**src/rtl/trbq_pkg.sv**
```systemverilog
package trbq_pkg;

  // result field widths
  localparam int QUEUED_W = 11;

  // most bytes one poll may take (twenty result words)
  localparam logic [7:0] MAX_POLL_BYTES = 8'd160;

  // operation codes
  localparam logic OP_PUSH = 1'b0;
  localparam logic OP_POLL = 1'b1;

  // result status codes
  localparam logic [1:0] STATUS_OK   = 2'd0;
  localparam logic [1:0] STATUS_NONE = 2'd1;
  localparam logic [1:0] STATUS_DROP = 2'd2;

  // command queue between front and back
  localparam int CMDQ_DEPTH = 4;
  localparam int CMDQ_AW    = 2;

  // classified item as handed to the execution side
  typedef struct packed {
    logic        op;
    logic [7:0]  data_byte;
    logic        burst_start;
    logic [63:0] stamp;
    logic [7:0]  max_bytes;
  } cmd_t;

  // head of the command queue
  typedef struct packed {
    logic valid;
    cmd_t cmd;
  } cmdq_head_t;

endpackage

```
**src/rtl/trbq_cmd_fifo.sv**
```systemverilog
module trbq_cmd_fifo (
  input  logic                  clk,
  input  logic                  rst_n,
  input  logic                  push,
  input  trbq_pkg::cmd_t        wdata,
  output logic                  full,
  input  logic                  pop,
  output trbq_pkg::cmdq_head_t  head
);
  import trbq_pkg::*;

  cmd_t               mem_r [CMDQ_DEPTH];
  logic [CMDQ_AW-1:0] wr_ptr_r;
  logic [CMDQ_AW-1:0] rd_ptr_r;
  logic [CMDQ_AW:0]   count_r;

  assign full       = (count_r == (CMDQ_AW + 1)'(CMDQ_DEPTH));
  assign head.valid = (count_r != '0);
  assign head.cmd   = mem_r[rd_ptr_r];

  // storage
  always_ff @(posedge clk) begin
    if (push) begin
      mem_r[wr_ptr_r] <= wdata;
    end
  end

  // pointers and fill count
  always_ff @(posedge clk) begin
    if (!rst_n) begin
      wr_ptr_r <= '0;
      rd_ptr_r <= '0;
      count_r  <= '0;
    end else begin
      if (push) begin
        wr_ptr_r <= wr_ptr_r + 1'b1;
      end
      if (pop) begin
        rd_ptr_r <= rd_ptr_r + 1'b1;
      end
      case ({push, pop})
        2'b10:   count_r <= count_r + 1'b1;
        2'b01:   count_r <= count_r - 1'b1;
        default: count_r <= count_r;
      endcase
    end
  end

endmodule

```
**config.mk**
```make
export PLATFORM = sky130hd
export DESIGN_NAME = trbq_cmd_fifo
export DESIGN_NICKNAME = d
export VERILOG_FILES = /design/src/rtl/trbq_pkg.sv /design/src/rtl/trbq_cmd_fifo.sv
export SDC_FILE = /design/constraint.sdc
export NUM_CORES = 1
export LEC_CHECK = 0
export BUFFER_PORTS_ARGS = -buffer_cell sky130_fd_sc_hd__buf_2
export CELL_PAD_IN_SITES_DETAIL_PLACEMENT = 1
export CELL_PAD_IN_SITES_GLOBAL_PLACEMENT = 1
export CORE_ASPECT_RATIO = 0.9
export CORE_MARGIN = 3
export CORE_UTILIZATION = 45
export CTS_BUF_LIST = sky130_fd_sc_hd__clkbuf_2 sky130_fd_sc_hd__clkbuf_4 sky130_fd_sc_hd__clkbuf_8
export DETAILED_ROUTE_END_ITERATION = 8
export GPL_TIMING_DRIVEN = 0
export PLACE_DENSITY_LB_ADDON = 0.1
export SETUP_SLACK_MARGIN = 0.15
export SYNTH_ARGS = -nofsm -noshare
export SYNTH_HDL_FRONTEND = slang
export SYNTH_SLANG_ARGS = --single-unit
```
**constraint.sdc**
```tcl
create_clock -name clk -period 5.4 [get_ports clk]
set_clock_uncertainty 0.1 [all_clocks]
set_input_delay 0.54 -clock clk [delete_from_list [all_inputs] [get_ports clk]]
set_output_delay 0.54 -clock clk [all_outputs]
set_load 0.02 [all_outputs]
```
==> metrics.csv <==
stage;metric;value;unit
status;status;finished, final reports clean;
cts;clk_latency;540;ps
finish;drive_gt1_frac;0.480;
detailed_routing;routed_wl;24000;microns
global_route;grtUsageMet2;0.280;
detailed_routing;routedWlPerCell;22.0;microns
detailed_routing;drt-initial-drc-count;372;
finish;area_delta_synth_final;19.3;%
synthesis;syn_nets;566;
cts;clkTransAtPathRegs;60;ps
global_route;grt_antenna_before_repair;3;
placed_design;post-place-ws;2840;ps
critical_path;r2r_slack;3420;ps
run;cap_violations;0;
pwr;p_per_area;384;nW/um^2
critical_path;crit_fanout;10;
detailed_routing;vias;5655;
timing;setup_tns;0;ps
critical_path;path_class;reg -> out;
critical_path;r2r-start;wr_ptr_r[0];
timing;period_minus_slack;3100;ps
cts;cts-root-buf;clkbuf_8;
timing;rsz0062_at_grt;no;
timing;worst_slew_pin_slew;838;ps
synthesis;ys_seq_area_frac;0.811;
timing;max_freq;0.323;GHz
placed_design;io_buffers;169;
detailed_routing;antenna_left;0;
placed_design;post-dp-hpwl;14800;microns
cts;cts_tree;done;
cts;cts-resized-gates;0;
synthesis;syn-instance-count;474;
timing;slew_viol_final;0;
global_route;grt_pass1_wl;36700;microns
detailed_routing;via_per_inst;5.19;
synthesis;synth-seq-cells;337;
cts;cts_htree_levels;2;
synthesis;ys_warn_count;0;
global_route;grt_util_met3;0.0508;
pwr;p_leak;0.00504;uW
floorplan;die_y;163;microns
global_route;grt_overflow;0;
global_route;grt_max_degree;54;
critical_path;reg2reg_to;mem_r[0][17];
min_path;hp-class;in -> reg;
global_route;track_usage;0.164;
cts;clock_sinks;337;
floorplan;initial_core_util;0.466;
cts;postCtsSetupBuffers;0;
critical_path;worst-r2r-cell-count;4;
floorplan;die_x;181;microns
timing;finalHoldViolCount;0;
floorplan;die_area;29500;sq um
finish;layout.nets;793;
critical_path;worstPathRequired;4760;ps
synthesis;synth.distinct_cells;21;
global_route;grt_pass1_vias;6443;
placed_design;place_congestion;0.742;
floorplan;fp.coreArea;26600;sq um
timing;timing.final.crit_share;0.573;
floorplan;io_pins;170;
timing;maxSlewHeadroom;0.441;
critical_path;arrival;2460;ps
timing;layout_setup_ws;2300;ps
critical_path;start_kind;register;
synthesis;avgSynthCellArea;26.1;sq um
detailed_routing;drc;0;
synthesis;syn_area;12400;sq um
pwr;power;5660;uW
floorplan;row_count;56;
detailed_routing;dr.pass1.iters;4;
critical_path;critPathCaptureType;output pin;
critical_path;endpoint;head[65];
global_route;grtUsageMet1;0.207;
cts;cts_buffers;52;
cts;cts_hold_buffers;0;
cts;clockBufferDepth;3;
global_route;busiest_layer;met2;
timing;setup_violations;0;
pwr;ir_worst_vdd;0.000223;V
## synthesized netlist by cell type
master	n	area [sq um]
or3_1	2	12.5
o21ai_0	2	10.0
nand2_1	2	7.51
inv_1	6	22.5
buf_6	1	11.3
mux2i_1	1	10.0
a21boi_0	1	7.51
edfxtp_1	328	9850
buf_12	8	160
xor2_1	3	26.3
mux4_2	81	1820
and3_1	1	6.26
mux4_1	1	26.3
and2_1	10	62.6
dfxtp_1	9	180
buf_2	8	40.0
ha_1	5	62.6
clkbuf_1	1	3.75
nor2b_1	1	6.26
xnor2_1	2	17.5
fa_1	1	20.0
## worst min path at each step
stage | startpoint | end | slack [ps] | cells past startpoint
after floorplan | count_r[2] | count_r[2] | 370 | 2
after global placement | count_r[2] | count_r[2] | 380 | 2
after detailed placement | count_r[2] | count_r[2] | 440 | 2
after CTS | wdata[5] | mem_r[2][5] | 60 | 1
after global routing | wdata[5] | mem_r[1][5] | 60 | 1
final | wdata[7] | mem_r[1][7] | 110 | 1
## report_power, final
group	total (uW)	internal, uW	switching (uW)
Clock	1970	1060	917
Sequential	3030	3000	28.6
Combinational	658	276	382
## cell type report
cell class / instances / area, sq um
Timing Repair Buffer: 173 / 956
Clock inverter: 22 / 93.8
Sequential cell: 337 / 10000
Tap cell: 348 / 435
Clock buffer: 72 / 885
Inverter: 6 / 22.5
Antenna cell: 1 / 2.50
Multi-Input combinational cell: 113 / 2110
Fill cell: 2344 / 11800
Buffer: 18 / 215
## sequential cells by signal, summed over array words and instances (netlist names), named ones only
| signal | cells |
|---|---|
| rd_ptr_r | 2 |
| wr_ptr_r | 2 |
| count_r | 3 |
| mem_r | 328 |
## cells in the final DEF, fill, tap and decap left out
cell type	instances
edfxtp_1	328
buf_2	177
mux4_2	81
clkbuf_8	55
clkbuf_4	17
clkinv_1	13
dfxtp_1	9
clkinv_2	9
buf_12	8
inv_1	6
and2_1	6
ha_1	5
and2_4	4
buf_16	4
xor2_1	3
or3_1	2
xnor2_1	2
nand2_1	2
o21ai_0	2
diode_2	1
buf_6	1
clkbuf_1	1
mux4_1	1
and3_1	1
mux2i_1	1
nor2b_1	1
a21boi_0	1
fa_1	1
## cell families (layout without fill, tap and decap cells)
logic type / count (synthesis) / count (layout) / synth area share
flip-flops: 337 / 337 / 0.811
buffers and inverters: 24 / 291 / 0.0192
multiplexers: 83 / 83 / 0.150
XOR/XNOR: 5 / 5 / 0.00354
other: 0 / 1 / 0
adder cells (fa/ha/maj): 6 / 6 / 0.00668
AND/OR/NAND/NOR: 16 / 16 / 0.00769
AO/OA/AOI/OAI: 3 / 3 / 0.00142
## layer usage
metal  part of all wire  vias to the layer above
li1                   -                     2489
met3              0.071                       45
met5             0.0010                        -
met4              0.017                        4
met1               0.40                     2941
met2               0.51                      176
## per-stage QoR
stage	std cells	instance area [sq um]	hold WS [ps]	util
after floorplan	474	12400	368	-
after global placement	991	13600	380	0.514
after detailed placement	995	13800	438	0.518
after CTS	1089	14700	59.8	0.555
after global routing	1090	14700	64.7	0.555
final	1090	14700	105	0.555
## worst max-delay path: stages, from the launching register on
cell and delay, ps:
dfxtp_1 300, clkbuf_1 630, buf_2 430, mux4_2 360, buf_2 190
No activity file was read; power rests on OpenSTA's default activity.
