--- config.mk ---
export PLATFORM = sky130hd
export DESIGN_NAME = trbq_front_flat
export DESIGN_NICKNAME = d
export VERILOG_FILES = /design/src/rtl/trbq_pkg.sv /design/src/rtl/trbq_ifs.sv /design/src/rtl/trbq_front.sv /design/src/flat_wrapper.sv
export SDC_FILE = /design/constraint.sdc
export NUM_CORES = 1
export LEC_CHECK = 0
export ABC_AREA = 1
export BUFFER_PORTS_ARGS = -buffer_cell sky130_fd_sc_hd__buf_2
export CORE_MARGIN = 8
export CORE_UTILIZATION = 35
export CTS_BUF_LIST = sky130_fd_sc_hd__clkbuf_8
export CTS_CLUSTER_DIAMETER = 50
export DETAILED_ROUTE_END_ITERATION = 8
export GPL_TIMING_DRIVEN = 0
export SETUP_SLACK_MARGIN = 0.5
export SLEW_MARGIN = 20
export SYNTH_ARGS = -nofsm -noshare
export SYNTH_HDL_FRONTEND = slang
export SYNTH_SLANG_ARGS = --single-unit
--- constraint.sdc ---
create_clock -name clk -period 4.2 [get_ports clk]
set_input_delay 0.63 -clock clk [delete_from_list [all_inputs] [get_ports clk]]
set_output_delay 0.63 -clock clk [all_outputs]
set_load 0.005 [all_outputs]
--- src/rtl/trbq_pkg.sv ---
package trbq_pkg;

  // result field widths
  localparam int QUEUED_W = 11;

  // most bytes one poll may take (twenty result words)
  localparam logic [7:0] MAX_POLL_BYTES = 8'd160;

  // operation codes
  localparam logic OP_PUSH = 1'b0;
  localparam logic OP_POLL = 1'b1;

  // result status codes
  localparam logic [1:0] STATUS_OK   = 2'd0;
  localparam logic [1:0] STATUS_NONE = 2'd1;
  localparam logic [1:0] STATUS_DROP = 2'd2;

  // command queue between front and back
  localparam int CMDQ_DEPTH = 4;
  localparam int CMDQ_AW    = 2;

  // classified item as handed to the execution side
  typedef struct packed {
    logic        op;
    logic [7:0]  data_byte;
    logic        burst_start;
    logic [63:0] stamp;
    logic [7:0]  max_bytes;
  } cmd_t;

  // head of the command queue
  typedef struct packed {
    logic valid;
    cmd_t cmd;
  } cmdq_head_t;

endpackage

--- src/rtl/trbq_ifs.sv ---
interface trbq_in_if;
  logic        valid;
  logic        ready;
  logic        op;
  logic [7:0]  data_byte;
  logic        burst_start;
  logic [63:0] due_time;
  logic        apply_latency;
  logic [63:0] now_time;
  logic [7:0]  max_bytes;

  modport source (
    output valid, op, data_byte, burst_start, due_time, apply_latency, now_time, max_bytes,
    input  ready
  );
  modport sink (
    input  valid, op, data_byte, burst_start, due_time, apply_latency, now_time, max_bytes,
    output ready
  );
endinterface


interface trbq_cfg_if;
  logic        valid;
  logic        ready;
  logic [31:0] data;

  modport source (
    output valid, data,
    input  ready
  );
  modport sink (
    input  valid, data,
    output ready
  );
endinterface

--- src/rtl/trbq_front.sv ---
module trbq_front (
  input  logic            clk,
  input  logic            rst_n,
  trbq_in_if.sink         in_ch,
  trbq_cfg_if.sink        cfg_ch,
  input  logic            cmdq_full,
  output logic            cmdq_push,
  output trbq_pkg::cmd_t  cmdq_wdata
);
  import trbq_pkg::*;

  logic [31:0] latency_r;

  // delivery latency register
  always_ff @(posedge clk) begin
    if (!rst_n) begin
      latency_r <= '0;
    end else if (cfg_ch.valid && cfg_ch.ready) begin
      latency_r <= cfg_ch.data;
    end
  end

  assign cfg_ch.ready = 1'b1;

  // take an item whenever the queue has room
  assign in_ch.ready = !cmdq_full;
  assign cmdq_push   = in_ch.valid && in_ch.ready;

  // classify: pick the time stamp and clamp the poll size
  always_comb begin
    cmdq_wdata.op          = in_ch.op;
    cmdq_wdata.data_byte   = in_ch.data_byte;
    cmdq_wdata.burst_start = in_ch.burst_start;
    if (in_ch.op == OP_POLL) begin
      cmdq_wdata.stamp = in_ch.now_time;
    end else if (in_ch.apply_latency) begin
      cmdq_wdata.stamp = in_ch.due_time + 64'(latency_r);
    end else begin
      cmdq_wdata.stamp = in_ch.due_time;
    end
    if (in_ch.max_bytes > MAX_POLL_BYTES) begin
      cmdq_wdata.max_bytes = MAX_POLL_BYTES;
    end else begin
      cmdq_wdata.max_bytes = in_ch.max_bytes;
    end
  end

endmodule

--- src/flat_wrapper.sv ---
// flat-port wrapper written by rule: the top's interface ports become plain ports
module trbq_front_flat import trbq_pkg::*;
  (clk, rst_n, cmdq_full, cmdq_push, cmdq_wdata, in_ch_valid, in_ch_op, in_ch_data_byte, in_ch_burst_start, in_ch_due_time, in_ch_apply_latency, in_ch_now_time, in_ch_max_bytes, in_ch_ready, cfg_ch_valid, cfg_ch_data, cfg_ch_ready);
  trbq_in_if in_ch_i ();
  trbq_cfg_if cfg_ch_i ();
  input  logic clk;
  input  logic rst_n;
  input  logic cmdq_full;
  output logic cmdq_push;
  output trbq_pkg::cmd_t cmdq_wdata;
  input wire logic [$bits(in_ch_i.valid)-1:0] in_ch_valid;
  input wire logic [$bits(in_ch_i.op)-1:0] in_ch_op;
  input wire logic [$bits(in_ch_i.data_byte)-1:0] in_ch_data_byte;
  input wire logic [$bits(in_ch_i.burst_start)-1:0] in_ch_burst_start;
  input wire logic [$bits(in_ch_i.due_time)-1:0] in_ch_due_time;
  input wire logic [$bits(in_ch_i.apply_latency)-1:0] in_ch_apply_latency;
  input wire logic [$bits(in_ch_i.now_time)-1:0] in_ch_now_time;
  input wire logic [$bits(in_ch_i.max_bytes)-1:0] in_ch_max_bytes;
  output wire logic [$bits(in_ch_i.ready)-1:0] in_ch_ready;
  input wire logic [$bits(cfg_ch_i.valid)-1:0] cfg_ch_valid;
  input wire logic [$bits(cfg_ch_i.data)-1:0] cfg_ch_data;
  output wire logic [$bits(cfg_ch_i.ready)-1:0] cfg_ch_ready;
  assign in_ch_i.valid = in_ch_valid;
  assign in_ch_i.op = in_ch_op;
  assign in_ch_i.data_byte = in_ch_data_byte;
  assign in_ch_i.burst_start = in_ch_burst_start;
  assign in_ch_i.due_time = in_ch_due_time;
  assign in_ch_i.apply_latency = in_ch_apply_latency;
  assign in_ch_i.now_time = in_ch_now_time;
  assign in_ch_i.max_bytes = in_ch_max_bytes;
  assign in_ch_ready = in_ch_i.ready;
  assign cfg_ch_i.valid = cfg_ch_valid;
  assign cfg_ch_i.data = cfg_ch_data;
  assign cfg_ch_ready = cfg_ch_i.ready;
  trbq_front u_core (.clk(clk), .rst_n(rst_n), .in_ch(in_ch_i), .cfg_ch(cfg_ch_i), .cmdq_full(cmdq_full), .cmdq_push(cmdq_push), .cmdq_wdata(cmdq_wdata));
endmodule
==> results list <==
- The flow ran to the end, and the final reports show no timing, DRC or antenna violations.
- The clock drives 32 sinks.
- Avg Inst Size Synth: 5.007 um2
- CTS Buffer Depth: 2
* Drt via density: 4.793
- Share of flip-flops with an asynchronous set or reset: 0%
- The most used flip-flop cell after synthesis is sky130_fd_sc_hd__dfxtp_1.
- Internal reg-to-reg setup slack: 3.50 ns
- Detailed Place HPWL: 24.43 mm
- Setup slack on the critical path of the routed design comes to 0.8188 ns.
- The finished cells cover 0.008234 mm2.
* Setup TNS: 0 ns
- Post-CTS Setup Repair Bufs: 0
- The initial antenna violation count is 0.
- Aggregate global-route resource usage: 23.40%
- Final number of setup-violating endpoints: 0
* Number of nets still failing antenna checks after routing: 0
* WS Path Type: in -> out
- Summed over all cells, the static leakage comes to 4.860 nW.
- Between clock sinks in the finished design, the worst skew comes to 0 ns.
- The total area inside the core boundary comes to 0.01852 mm2.
- Number of unique standard cell types used by synthesis: 39
- Counting flops per register, the top entry is u_core.latency_r.
- The die is 152.8 um wide.
* Number of H-tree levels: 2
* Count of max-cap constraint violations: 0
* Final-report max-slew violation count: 0
- For this run, the number of Yosys warnings is 0.
- Data required, critical path: 3.57 ns
- Latest clock arrival within the worst-skew pair: 0.31 ns
* Clock transition time at the flip-flop clock pins of the worst setup and hold paths: 0.08 ns
* Top flop regs: u_core.latency_r: 32 flops
* Class of the tightest hold or removal check: reg -> reg
* Final Net Count: 1788
* Via count of the first global-routing pass: 8255
- Placer congestion estimate: 0.9512
- Cts bufs inserted: 5
- TritonCTS built the clock tree.
* Maximum fanout along the worst path: 5
* RSZ-0062 raised after global routing: no
* Antenna cells: 0
- Final Hold Viols: 0
- Worst endpoint data arrival time: 2.75 ns
- The first global-routing pass estimated 43.78 mm of wire.
- In this run, post-CTS repair resized a total of 0 instances.
- Count of mapped cells out of synthesis: 1308
- Port Buffers: 256
- Initial Utilization: 35.36%
* Worst-case vdd ir drop: 0.0001746 V
- The floorplan has 50 rows.
* Total standard cell area after synthesis: 0.006549 mm2
* Number of placed cells counting well taps: 1798
- Final worst path period share: 80.51%
- Category of the worst setup path capture point: output port
* Global route overflow: 0
- The die is 152.8 um tall.
- Synthesis produced a netlist with a net count of 1525.
- The worst pin sits at a relative slew slack of 47.45%.
* Power density over cell area: 179.6 mW/mm2
* CTS root buf: sky130_fd_sc_hd__clkbuf_8
* Synth-to-Final Area Change: 25.74%
* Number of flops mapped to enable cells by yosys: 0
* Total vias in the final route: 8657
- Sequential elements use 9.782% of the synthesized area.
* Startpoint kind of the worst setup timing path: input pin
* First-pass detailed-route iteration total: 5
- Pin count of the biggest net entering global routing: 12
* Drt first-iter violations: 555
- Wires add up to 28.10 mm.
- Hold repair after CTS inserted 0 buffers.
- Dpl ws: 0.8177 ns
- The clock period could shrink to 3.381 ns.
* Placed Instance Area: 0.008123 mm2
- For this run, design rule violations remaining after detail routing come to 0.
* Final non-filler cell total: 1806
- IO Count: 269
* Share of layout cells above drive strength 1: 23.35%
- Die Footprint: 0.02334 mm2
* Highest clock rate: 295.7 MHz
- Total of flip-flops plus latches after synthesis: 32
- Transition at the pin with the smallest max-transition slack: 0.7883 ns
* Number of flip-flops in the largest register: 32
* Average detailed-routed wire length per instance: 15.56 um
==> power breakdown <==
part           internal, mW  total (mW)  switching [mW]
clock                 0.176       0.310           0.134
sequential            0.325       0.339          0.0143
combinational         0.308       0.830           0.522
total                 0.808        1.48           0.670
==> cell type report <==
class	instances	area, um2
Buffer	46	224.0
Clock buffer	5	68.82
Clock inverter	3	42.54
Fill cell	2167	10280
Inverter	210	788.3
Multi-Input combinational cell	1020	4896
Sequential cell	32	640.6
Tap cell	234	292.8
Timing Repair Buffer	256	1281
==> critical path, cell delays in order <==
cell                      delay, ns
sky130_fd_sc_hd__buf_2         0.11
sky130_fd_sc_hd__ha_1          0.25
sky130_fd_sc_hd__fa_1          0.47
sky130_fd_sc_hd__nand2_1       0.10
sky130_fd_sc_hd__nand2_1       0.07
sky130_fd_sc_hd__nand3_1       0.10
sky130_fd_sc_hd__nand2_1       0.15
sky130_fd_sc_hd__nand2_1       0.12
sky130_fd_sc_hd__nand3_2       0.16
sky130_fd_sc_hd__nand2_1       0.12
sky130_fd_sc_hd__nand2_2       0.11
sky130_fd_sc_hd__nand2_1       0.08
sky130_fd_sc_hd__nand2_1       0.04
sky130_fd_sc_hd__nand3_1       0.06
sky130_fd_sc_hd__nand2_1       0.05
sky130_fd_sc_hd__buf_2         0.12
==> synthesized netlist by cell type (15+ instances only) <==
master	count	area [um2]
sky130_fd_sc_hd__a21oi_1	27	135.1
sky130_fd_sc_hd__inv_2	15	56.30
sky130_fd_sc_hd__inv_1	194	728.2
sky130_fd_sc_hd__dfxtp_1	32	640.6
sky130_fd_sc_hd__nand3_1	103	515.5
sky130_fd_sc_hd__nor2_1	179	671.9
sky130_fd_sc_hd__clkbuf_1	24	90.09
sky130_fd_sc_hd__nand4_1	17	106.4
sky130_fd_sc_hd__o21ai_0	70	350.3
sky130_fd_sc_hd__ha_1	32	400.4
sky130_fd_sc_hd__nand2_1	474	1779
sky130_fd_sc_hd__nand2_2	23	143.9
==> layout by cell type (no fill, tap or decap), drive strengths merged <==
master,instances
nand3,116
o21bai,1
xnor2,7
inv,209
and3,1
xor2,13
clkinv,2
nand2,497
and2,2
o21ai,71
nor2,203
fa,1
a21oi,27
nand4,17
a21o,1
clkinvlp,1
ha,32
nor4,8
dfxtp,32
o21a,1
bufinv,1
nand3b,2
or2,3
buf,278
clkbuf,29
a31oi,2
o211ai,3
conb,1
nor3,11
==> per-layer routing <==
metal / track usage [%] / wire length (um)
met5: 0 / 0
met4: 5.184 / 573
met1: 30.91 / 13250
met2: 38.44 / 12490
met3: 4.736 / 1781
==> path summary, 6_finish.rpt <==
check | from | cells after the start | endpoint
hold / removal | u_core.latency_r[15] | 2 | u_core.latency_r[15]
setup reg to reg | u_core.latency_r[0] | 2 | u_core.latency_r[0]
hold reg to reg | u_core.latency_r[15] | 2 | u_core.latency_r[15]
setup / recovery | in_ch_due_time[0] | 16 | cmdq_wdata[64]
==> per-stage QoR <==
step	util [%]	total power [mW]	hold WS, ns
after global routing	44.47	1.602	0.5386
final	44.47	1.479	0.5097
after detailed placement	43.86	1.170	0.4900
after global placement	43.86	1.167	0.4845
after CTS	44.47	1.485	0.5116
after floorplan	-	0.8340	0.4669
==> cells by family after synthesis <==
group / count (synthesis) / share of synthesized area (%)
xor+xnor: 20 / 2.675
fa+ha+maj: 33 / 6.420
compound gates: 106 / 8.368
other cells: 1 / 0.05726
buf+inv: 256 / 15.46
flops: 32 / 9.782
simple gates: 860 / 57.24
Note: power is estimated with default switching activity, not from simulation.
